--- config.mk ---
export PLATFORM = sky130hd
export DESIGN_NAME = brookshear_cpu_core
export DESIGN_NICKNAME = d
export VERILOG_FILES = /design/src/hw/rtl/brk_pkg.sv /design/src/hw/rtl/brookshear_cpu_core.sv
export SDC_FILE = /design/constraint.sdc
export NUM_CORES = 2
export LEC_CHECK = 0
export BUFFER_PORTS_ARGS = -buffer_cell sky130_fd_sc_hd__buf_2
export CORE_ASPECT_RATIO = 1.1
export CORE_MARGIN = 5
export CORE_UTILIZATION = 25
export CTS_BUF_LIST = sky130_fd_sc_hd__clkbuf_8
export DETAILED_ROUTE_END_ITERATION = 8
export GPL_ROUTABILITY_DRIVEN = 0
export SKIP_CTS_REPAIR_TIMING = 1
export SLEW_MARGIN = 20
export SYNTH_ARGS = -nofsm -noshare
export SYNTH_HDL_FRONTEND = slang
export SYNTH_SLANG_ARGS = --single-unit
--- constraint.sdc ---
create_clock -name clk -period 18.9 [get_ports clk]
set_clock_uncertainty 0.05 [all_clocks]
set_input_delay 3.78 -clock clk [delete_from_list [all_inputs] [get_ports clk]]
set_output_delay 3.78 -clock clk [all_outputs]
set_load 0.01 [all_outputs]
--- src/hw/rtl/brk_pkg.sv ---
`timescale 1ns / 1ps
// ----------------------------------------------------------------------------
// brk_pkg - shared types and codes for the Brookshear core
// Beat layouts, host modes, opcodes and the byte rotate helper.
// ----------------------------------------------------------------------------
package brk_pkg;

	// host modes
	localparam logic [1:0] MODE_WRITE   = 2'd0;
	localparam logic [1:0] MODE_READ    = 2'd1;
	localparam logic [1:0] MODE_RESTART = 2'd2;
	localparam logic [1:0] MODE_STEP    = 2'd3;

	// opcodes (0 and C..F halt)
	localparam logic [3:0] OP_LOAD  = 4'h1;
	localparam logic [3:0] OP_LDI   = 4'h2;
	localparam logic [3:0] OP_STORE = 4'h3;
	localparam logic [3:0] OP_MOVE  = 4'h4;
	localparam logic [3:0] OP_ADD   = 4'h5;
	localparam logic [3:0] OP_FADD  = 4'h6;
	localparam logic [3:0] OP_OR    = 4'h7;
	localparam logic [3:0] OP_AND   = 4'h8;
	localparam logic [3:0] OP_XOR   = 4'h9;
	localparam logic [3:0] OP_ROT   = 4'hA;
	localparam logic [3:0] OP_JMP   = 4'hB;

	typedef struct packed {
		logic [1:0] mode;
		logic [7:0] address;
		logic [7:0] write_data;
	} in_beat_t;

	typedef struct packed {
		logic [7:0] read_data;
		logic [7:0] program_counter;
		logic       halted;
		logic       executed;
	} out_beat_t;

	// rotate right by n (0..7)
	function automatic logic [7:0] rotr8(input logic [7:0] v, input logic [2:0] n);
		logic [15:0] w;
		w = {v, v} >> n;
		return w[7:0];
	endfunction

endpackage

--- src/hw/rtl/brookshear_cpu_core.sv ---
`timescale 1ns / 1ps
// ----------------------------------------------------------------------------
// brookshear_cpu_core - 8-bit teaching processor with host access
// 256-byte single-port memory, 16 byte registers, PC and halt flag, driven
// one host beat at a time: write byte, read byte, restart, or step.
// ----------------------------------------------------------------------------
//
//  channel | signals                      | direction | beat
//  --------+------------------------------+-----------+---------------------
//  in      | in_valid, in_stall, in_data  | to core   | host command
//  out     | out_valid, out_stall, out_data | from core | one result/command
//  cfg     | cfg_we, cfg_wdata            | to core   | start address write
//
//  A running step fetches both instruction bytes (F1, F2), decodes (DEC),
//  then reads operands (RB) and executes (EX) as the opcode needs.
//  The single memory port (two fetches plus one data access) and the
//  one-read register file port set the step length.
//  Reset clears PC, halt flag, start address and the per-entry valid bits of
//  memory and register file, so every entry reads as zero until written.
//  A finished result sits in the output register; a new command is taken
//  while it waits, and the core holds in its last state if out is stalled.
// ----------------------------------------------------------------------------
module brookshear_cpu_core (
	input  logic                clk,
	input  logic                arst_n,
	input  logic                in_valid,
	output logic                in_stall,
	input  brk_pkg::in_beat_t   in_data,
	output logic                out_valid,
	input  logic                out_stall,
	output brk_pkg::out_beat_t  out_data,
	input  logic                cfg_we,
	input  logic [7:0]          cfg_wdata
);

	typedef enum logic [7:0] {
		ST_IDLE  = 8'b0000_0001,
		ST_HRD   = 8'b0000_0010,  // host read data returns
		ST_F1    = 8'b0000_0100,  // first instruction byte returns
		ST_F2    = 8'b0000_1000,  // second byte returns
		ST_DEC   = 8'b0001_0000,  // decode, issue operand read
		ST_RB    = 8'b0010_0000,  // first operand returns
		ST_EX    = 8'b0100_0000,  // second operand / load data returns
		ST_DONE  = 8'b1000_0000   // load result register
	} state_t;

	state_t state_q, state_d;

	// control state
	logic [7:0] pc_q, pc_d;
	logic       halt_q, halt_d;
	logic [7:0] start_q;
	logic       out_vld_q, out_vld_d;

	// working registers
	logic [7:0] ir0_q, ir0_d;
	logic [7:0] ir1_q, ir1_d;
	logic [7:0] opa_q, opa_d;
	logic [7:0] rd_q, rd_d;
	logic       exec_q, exec_d;
	brk_pkg::out_beat_t out_q, out_d;

	// main memory, one port; valid bits stand in for the cleared reset
	logic [7:0]   mem_q [256];
	logic [255:0] mem_vld_q;
	logic [7:0]   mem_rd_q;
	logic         mem_hit_q;
	logic         mem_we;
	logic [7:0]   mem_addr, mem_wdata;
	logic [7:0]   mem_byte;

	// register file, one read and one write port
	logic [7:0]  rf_q [16];
	logic [15:0] rf_vld_q;
	logic [7:0]  rf_rd_q;
	logic        rf_hit_q;
	logic        rf_we;
	logic [3:0]  rf_raddr, rf_waddr;
	logic [7:0]  rf_wdata;
	logic [7:0]  rf_byte;

	logic [3:0] op, fr, fs, ft;
	logic       in_take;

	assign op = ir0_q[7:4];
	assign fr = ir0_q[3:0];
	assign fs = ir1_q[7:4];
	assign ft = ir1_q[3:0];

	assign mem_byte = mem_hit_q ? mem_rd_q : 8'h00;
	assign rf_byte  = rf_hit_q ? rf_rd_q : 8'h00;

	assign in_stall  = (state_q != ST_IDLE);
	assign in_take   = in_valid && !in_stall;
	assign out_valid = out_vld_q;
	assign out_data  = out_q;

	// sequencer
	always_comb begin
		state_d   = state_q;
		pc_d      = pc_q;
		halt_d    = halt_q;
		out_vld_d = out_vld_q && out_stall;
		ir0_d     = ir0_q;
		ir1_d     = ir1_q;
		opa_d     = opa_q;
		rd_d      = rd_q;
		exec_d    = exec_q;
		out_d     = out_q;
		mem_we    = 1'b0;
		mem_addr  = pc_q;
		mem_wdata = in_data.write_data;
		rf_we     = 1'b0;
		rf_raddr  = fr;
		rf_waddr  = fr;
		rf_wdata  = ir1_q;

		unique case (state_q)
			ST_IDLE: begin
				if (in_take) begin
					rd_d   = 8'h00;
					exec_d = 1'b0;
					unique case (in_data.mode)
						brk_pkg::MODE_WRITE: begin
							mem_we   = 1'b1;
							mem_addr = in_data.address;
							state_d  = ST_DONE;
						end
						brk_pkg::MODE_READ: begin
							mem_addr = in_data.address;
							state_d  = ST_HRD;
						end
						brk_pkg::MODE_RESTART: begin
							pc_d    = start_q;
							halt_d  = 1'b0;
							state_d = ST_DONE;
						end
						default: begin
							if (halt_q) begin
								state_d = ST_DONE;
							end else begin
								exec_d   = 1'b1;
								mem_addr = pc_q;
								state_d  = ST_F1;
							end
						end
					endcase
				end
			end
			ST_HRD: begin
				rd_d    = mem_byte;
				state_d = ST_DONE;
			end
			ST_F1: begin
				ir0_d    = mem_byte;
				mem_addr = pc_q + 8'd1;
				state_d  = ST_F2;
			end
			ST_F2: begin
				ir1_d   = mem_byte;
				pc_d    = pc_q + 8'd2;
				state_d = ST_DEC;
			end
			ST_DEC: begin
				state_d = ST_RB;
				unique case (op) inside
					brk_pkg::OP_LOAD: begin
						mem_addr = ir1_q;
						state_d  = ST_EX;
					end
					brk_pkg::OP_LDI: begin
						rf_we   = 1'b1;
						state_d = ST_DONE;
					end
					brk_pkg::OP_STORE, brk_pkg::OP_ROT, brk_pkg::OP_JMP: begin
						rf_raddr = fr;
					end
					brk_pkg::OP_MOVE, brk_pkg::OP_ADD, brk_pkg::OP_FADD,
					brk_pkg::OP_OR, brk_pkg::OP_AND, brk_pkg::OP_XOR: begin
						rf_raddr = fs;
					end
					default: begin
						halt_d  = 1'b1;
						state_d = ST_DONE;
					end
				endcase
			end
			ST_RB: begin
				opa_d   = rf_byte;
				state_d = ST_DONE;
				unique case (op)
					brk_pkg::OP_STORE: begin
						mem_we    = 1'b1;
						mem_addr  = ir1_q;
						mem_wdata = rf_byte;
					end
					brk_pkg::OP_MOVE: begin
						rf_we    = 1'b1;
						rf_waddr = ft;
						rf_wdata = rf_byte;
					end
					brk_pkg::OP_ROT: begin
						rf_we    = 1'b1;
						rf_wdata = brk_pkg::rotr8(rf_byte, ir1_q[2:0]);
					end
					brk_pkg::OP_JMP: begin
						rf_raddr = 4'h0;
						state_d  = ST_EX;
					end
					default: begin
						rf_raddr = ft;
						state_d  = ST_EX;
					end
				endcase
			end
			ST_EX: begin
				state_d = ST_DONE;
				rf_we   = 1'b1;
				case (op) inside
					brk_pkg::OP_LOAD: rf_wdata = mem_byte;
					brk_pkg::OP_ADD, brk_pkg::OP_FADD: rf_wdata = opa_q + rf_byte;
					brk_pkg::OP_OR:  rf_wdata = opa_q | rf_byte;
					brk_pkg::OP_AND: rf_wdata = opa_q & rf_byte;
					brk_pkg::OP_XOR: rf_wdata = opa_q ^ rf_byte;
					default: begin
						// conditional jump: compare Rr with R0
						rf_we = 1'b0;
						if (opa_q == rf_byte) begin
							pc_d = ir1_q;
						end
					end
				endcase
			end
			ST_DONE: begin
				// wait for a free output register
				if (!out_vld_q || !out_stall) begin
					out_vld_d             = 1'b1;
					out_d.read_data       = rd_q;
					out_d.program_counter = pc_q;
					out_d.halted          = halt_q;
					out_d.executed        = exec_q;
					state_d               = ST_IDLE;
				end
			end
			default: state_d = ST_IDLE;
		endcase
	end

	// control registers
	always_ff @(posedge clk or negedge arst_n) begin
		if (!arst_n) begin
			state_q   <= ST_IDLE;
			pc_q      <= 8'h00;
			halt_q    <= 1'b0;
			start_q   <= 8'h00;
			out_vld_q <= 1'b0;
			mem_vld_q <= '0;
			rf_vld_q  <= '0;
		end else begin
			state_q   <= state_d;
			pc_q      <= pc_d;
			halt_q    <= halt_d;
			out_vld_q <= out_vld_d;
			if (cfg_we) begin
				start_q <= cfg_wdata;
			end
			if (mem_we) begin
				mem_vld_q[mem_addr] <= 1'b1;
			end
			if (rf_we) begin
				rf_vld_q[rf_waddr] <= 1'b1;
			end
		end
	end

	// working registers, no reset
	always_ff @(posedge clk) begin
		ir0_q  <= ir0_d;
		ir1_q  <= ir1_d;
		opa_q  <= opa_d;
		rd_q   <= rd_d;
		exec_q <= exec_d;
		out_q  <= out_d;
	end

	// memory port
	always_ff @(posedge clk) begin
		if (mem_we) begin
			mem_q[mem_addr] <= mem_wdata;
		end
		mem_rd_q  <= mem_q[mem_addr];
		mem_hit_q <= mem_vld_q[mem_addr];
	end

	// register file ports
	always_ff @(posedge clk) begin
		if (rf_we) begin
			rf_q[rf_waddr] <= rf_wdata;
		end
		rf_rd_q  <= rf_q[rf_raddr];
		rf_hit_q <= rf_vld_q[rf_raddr];
	end

endmodule

# ---- After elaboration in Yosys (flattened, before gate mapping)
# Memory sizes are Yosys's and may differ from the RTL's. A register that Yosys moved wholly into a read port is not among the register bits.
# Cells that the tools add are included.
dict set report classes {
  n_eq_ne 33
  n_addsub 3
  bitwise 5
  n_lt_le_gt_ge 5
  muxes 70
  shifts 1
  reduce_logical 28
}
# op count
set op_table {}
lappend op_table {{$or 256x256->256} 1}
lappend op_table {{$mux 8} 26}
lappend op_table {{$pmux 8 s2} 5}
lappend op_table {{$pmux 8 s7} 1}
lappend op_table {{$pmux 8 s4} 1}
lappend op_table {{$mux 1} 24}
lappend op_table {{$pmux 8 s3} 1}
lappend op_table {{$ne 2x2->1 const B} 9}
lappend op_table {{$eq 4x3->1 const B} 4}
lappend op_table {{$eq 4x4->1 const B} 4}
lappend op_table {{$or 16x16->16} 1}
lappend op_table {{$pmux 4 s2} 2}
lappend op_table {{$shr 16x3->8} 1}
lappend op_table {{$mux 4} 3}
lappend op_table {{$reduce_or 11->1} 1}
lappend op_table {{$lt 4x5->1 const B} 2}
lappend op_table {{$reduce_or 2->1} 5}
lappend op_table {{$lt 8x9->1 const B} 1}
lappend op_table {{$reduce_and 9->1} 1}
lappend op_table {{$reduce_or 9->1} 1}
lappend op_table {{$add 8x1->8 const B} 1}
lappend op_table {{$add 8x2->8 const B} 1}
lappend op_table {{$add 8x8->8} 1}
lappend op_table {{$and 8x8->8} 1}
lappend op_table {{35 further kinds} 47}
dict set report word_totals {
  inputBits 31
  ram_bits 2176
  register_bits 351
  memories 2
}
# name depth width rd rd_clocked_by_memory_dff write_ports line_no
set memory_table {}
lappend memory_table {mem_q 256 8 1 1 1 brookshear_cpu_core.sv:64} ;# logic [7:0] mem_q [256];
lappend memory_table {rf_q 16 8 1 1 1 brookshear_cpu_core.sv:73} ;# logic [7:0] rf_q [16];

# ---- Longest topological paths before layout
dict set report depth {
  depth_word 10
  mapped_depth 18
  ltp_nobuf 13
}

# ---- Worst setup path after synthesis
# No wires, ideal clock.
dict set report synth_timing {
  kind {flip-flop to flip-flop}
  startpoint {reg state_q[3]}
  endpoint {mem mem_q[0][0] (data pin)}
  setup_ns 2.188
  period_less_slack_ns 14.229
  setup_slack_ns 4.671
  stages_incl_launch_ff 8
  t_arrival_ns 11.990
  path_buffers 1
  path_cell_list {dfrtp_1 -> or4_4 -> nor3_4 -> nand2_1 -> clkinv_1 -> nand3_1 -> clkbuf_1 -> o21ai_0}
}
dict set report synth_between {
  elab_chain_cells 2
}
# element line_no
set synth_rtl {}
lappend synth_rtl {{start, declared} brookshear_cpu_core.sv:47} ;# state_t state_q, state_d;
lappend synth_rtl {{start signal, assigned} brookshear_cpu_core.sv:260} ;# state_q <= state_d;
lappend synth_rtl {{$eq 8x6->1} brookshear_cpu_core.sv:118} ;# unique case (state_q)
lappend synth_rtl {{$mux 8} brookshear_cpu_core.sv:118}
lappend synth_rtl {{via mem_wdata[0]} brookshear_cpu_core.sv:69} ;# logic [7:0] mem_addr, mem_wdata;
lappend synth_rtl {{end, declared} brookshear_cpu_core.sv:64}
# The timed path passes the listed nets, and every way through them passes these cells.

# ---- Final worst setup path
dict set report layout_timing {
  startpoint {in in_data[17] in the netlist's numbering}
  endpoint {reg mem_rd_q[5], read port of mem_q}
}
dict set report layout_between {
  elab_chain_cells 5
  word_cells_on_any_way 6
  classes_between {1 x eq/ne; 3 x mux; 2 x reduce/logical}
}
# element line_no
set layout_rtl {}
lappend layout_rtl {{start, declared} brookshear_cpu_core.sv:28} ;# input brk_pkg::in_beat_t in_data,
lappend layout_rtl {{$eq 2x1->1 or $logic_not 2->1 (tied branches)} brookshear_cpu_core.sv:123} ;# unique case (in_data.mode)
lappend layout_rtl {{$reduce_or 2->1 (no source line) (*)} -}
lappend layout_rtl {{$mux 8 (*)} -}
lappend layout_rtl {{$mux 8 (*)} brookshear_cpu_core.sv:120} ;# if (in_take) begin
lappend layout_rtl {{$pmux 8 s4 (*)} brookshear_cpu_core.sv:118}
lappend layout_rtl {{end, declared} brookshear_cpu_core.sv:66} ;# logic [7:0] mem_rd_q;
# Mark *: on every way between the ends. The rest lies on a longest branch, timed or not.
# A chain may end at the register's enable or synchronous reset.

==> impl.org <==
** GRT
- Global routing finished with a remaining overflow of 0.
- The via count of the first global-routing pass is approximately 62000.
- The number of antenna violations at the first check in global routing came to 4.
- Overall track demand over capacity in global routing :: a little over an eighth
- Entering global routing, the biggest net connects between 150 and 200 pins.
- Global-route wire length before repair :: 421.5 mm

** Floorplanning
- The initial utilization of the core area, before any placement, comes to between 20% and 30%.
- The die covers around 420000 um2.
- Die Wd :: 620.4 um
- The floorplan step defined a core boundary enclosing just over 400000 um2.
- Core Rows :: between 200 and 250
- Die outline height :: between 600 and 700 um
- 51 I/O pins were placed.

** Logic synthesis
- Yosys reg bits :: roughly 2500
- Synthesis produced a netlist with a net count of between 7000 and 8000.
- Counting flops with an async set or reset pin after synthesis yields a share of a little under an eighth.
- Of the synthesized area, sequential elements account for around 73%.
- Counting flops with a built-in enable in the synthesized netlist gives ~2200.
- The most used flip-flop cell after synthesis is sky130_fd_sc_hd__edfxtp_1.
- Counting distinct cell types in the post-synthesis netlist gives a little over 90.
- Total standard cell area after synthesis :: a little over 100000 um2
- Sorting the synthesized cells by how often they occur yields 2227 x sky130_fd_sc_hd__edfxtp_1, 1348 x sky130_fd_sc_hd__nand2_1, 621 x sky130_fd_sc_hd__a21oi_1, 499 x sky130_fd_sc_hd__mux2i_1, 358 x sky130_fd_sc_hd__nor2_1.
- Yosys instantiated no cell more often than sky130_fd_sc_hd__edfxtp_1.
- Mapped Cells :: ~7500
- Post-synthesis average cell area :: about 14 um2
- Post-synthesis cell type with the largest combined area :: sky130_fd_sc_hd__edfxtp_1
- Ranked by total cell area, the synthesized netlist is headed by sky130_fd_sc_hd__edfxtp_1 65%, sky130_fd_sc_hd__dfrtp_1 7.3%, sky130_fd_sc_hd__nand2_1 4.9%, sky130_fd_sc_hd__mux2i_1 4.9%, sky130_fd_sc_hd__a21oi_1 3.0%.
- The Yosys step of the flow raised 0 warnings.
- Area share of the leading cell type in the synthesized netlist :: approximately 65%

** Layout
- Total number of nets in the final design :: 7660
- Summing all non-filler instances in the final layout gives an area of ~120000 um2.
- Layout-stage area growth over the synthesis result :: 13.78%
- Proportion of layout cells with a drive suffix above 1 :: around 11%

** Clock tree
- CTS clock-pin slew for the worst setup and hold paths :: roughly 0.07 ns
- Sinks on Clock Net :: between 2000 and 3000
- TritonCTS built the clock tree.
- The later pin in the worst-skew pair is clocked with a latency of between 1 and 1.5 ns.
- The H-tree was split into 5 levels.
- Root buffer cell :: sky130_fd_sc_hd__clkbuf_8
- TritonCTS created 410 clock buffers.
- The clock passes through at most 4 buffers.

** Drt
- Summed over all layers, the routed wires come to 287.6 mm.
- Routed length per instance :: around 21 um
- Summing over every cut layer, the via total after detailed routing is roughly 64000.
- Number of search-and-repair iterations in the first detailed-routing pass :: 6
- After detailed routing, the number of vias per cell comes to 4.769.
- Drt initial violations :: ~6300
- The count of nets left with antenna violations once routing finished came out at 0.
- Residual DRC :: 0

** Run status
- The run finished with clean final reports.

** Placement
- Once detailed placement completed, the half-perimeter wirelength came to around 160 mm.
- Number of port buffers :: 50
- Placed cell areas :: about 110000 um2

** STA
- TNS Setup :: 0 ns
- Hold slack :: around 0.36 ns
- Setup violations remaining at the end of the flow were counted as 0.
- Final max-slew violation count :: 0
- Derived from the worst setup path, the maximum achievable clock frequency is about 0.11 GHz.
- Final hold viol count :: 0
- The routed design could run at a clock period as short as between 9 and 10 ns.
- Least-Margin Pin Slew :: around 1.2 ns
- In the finished design, the share of the clock period the worst path needs comes to 50.33%.
- Setup repair after global routing left no endpoint under its margin.
- Worst slew slack as a fraction of its limit :: approximately a fifth

** Flow run
- Count of maximum capacitance violations :: 0

** Pwr
- Pwr/cell area :: 151.4 nW/um2
- Lkg Pwr :: 39.82 nW
- Across the VDD grid, the largest voltage drop is roughly 230 uV.

** Critical path
- STA puts the critical path data required time at 19.73 ns.
- Classification of the worst setup path :: in2reg
- In this run the worst path has a maximum fanout of 73.
- The worst setup path is launched from an input port.
- Data on the critical path arrives at its endpoint at slightly above 10 ns.
- Crit path capture type :: flop

** Hold path
- Worst hold path class :: reg2reg
[critical path, stage by stage]
cell	delay, ns
sky130_fd_sc_hd__buf_2	0.14
sky130_fd_sc_hd__nand2b_1	0.24
sky130_fd_sc_hd__nor3_2	0.43
sky130_fd_sc_hd__a22o_1	0.29
sky130_fd_sc_hd__a21oi_4	0.04
sky130_fd_sc_hd__buf_4	0.30
sky130_fd_sc_hd__nand2_8	0.55
sky130_fd_sc_hd__buf_4	0.69
sky130_fd_sc_hd__buf_4	0.58
sky130_fd_sc_hd__buf_4	0.81
sky130_fd_sc_hd__mux2i_1	0.27
sky130_fd_sc_hd__o22ai_1	0.10
sky130_fd_sc_hd__nor3_1	0.42
sky130_fd_sc_hd__a21oi_1	0.15
sky130_fd_sc_hd__o41ai_1	0.98
sky130_fd_sc_hd__buf_4	0.27
sky130_fd_sc_hd__nand4_1	0.10
[area by class of cell]
class                      count  area [um2]
fill                       41242      291600
sequential                  2543       74690
multi-input combinational   4413       25890
tap                         5456        6827
clock buffer                 437        6015
timing repair buffer         207        1551
clock inverter               299        1449
inverter                      35       131.4
antenna                        2       5.005
[flip-flops by register name, indices dropped and copies added, names as in the netlist, 16 cells and up]
| signal | cells |
|---|---|
| out_data | 18 |
| rf_q | 128 |
| rf_vld_q | 16 |
| mem_vld_q | 256 |
| mem_q | 2048 |
[metrics by stage]
step,worst slack [ns],utilization (%),total power [mW],std cells
floorplan,4.671,-,10.72,7504
global placement,8.655,26.72,13.26,12653
detailed placement,8.712,26.73,13.29,12654
CTS,9.806,28.56,17.66,13390
global route,9.331,28.56,18.37,13391
finish,9.388,28.56,17.64,13392
[report_power, final]
group	switching [mW]	total, mW	internal [mW]
clock	2.19	4.40	2.21
combinational	4.96	6.88	1.92
sequential	0.107	6.36	6.26
total	7.25	17.6	10.4
[logic make-up after synthesis]
kind of cell	count (synthesis)	share of synthesized area, %
mux	572	5.744
xor+xnor	12	0.1026
simple gates	2242	9.262
flops	2543	72.91
fa+ha+maj	19	0.2394
buf+inv	548	2.272
compound gates	1568	9.471
[routing by layer]
| layer | track usage [%] | vias up | share of wire, % |
|---|---|---|---|
| li1 | - | 28320 | - |
| met1 | 17.75 | 32541 | 42 |
| met2 | 20.86 | 2506 | 47 |
| met3 | 2.263 | 494 | 7.4 |
| met4 | 4.686 | 2 | 3.4 |
| met5 | 0 | - | 0.0035 |
[final timing paths]
kind / to / slack [ns] / start / cells after the start
worst max-delay path: mem_rd_q[5] / 9.39 / in_data[17] / 17
min in group asynchronous: start_q[4] / 2.77 / arst_n / 1
worst min register to register: out_data[15] / 0.36 / rd_q[5] / 0
worst min-delay path: out_data[15] / 0.36 / rd_q[5] / 0
max in group asynchronous: mem_vld_q[215] / 13.58 / arst_n / 3
worst max register to register: mem_rd_q[5] / 11.24 / ir0_q[7] / 16
[cell usage in the layout, fill, tap and decap left out, drive strengths merged, types with 18 or more instances in the layout]
master / count
clkinv: 118
a211oi: 20
dfrtp: 297
mux2: 67
or2: 21
o22ai: 214
ha: 18
o211ai: 21
buf: 207
a32oi: 55
o21ai: 208
nand3: 214
o41ai: 19
mux2i: 499
a2111o: 22
nor3: 91
o21bai: 256
edfxtp: 2227
dfxtp: 18
nand4: 50
nand2: 1351
nor4: 94
inv: 201
clkbuf: 437
a31oi: 26
a21oi: 621
nor2: 360
(Power assumes the default switching activity.)
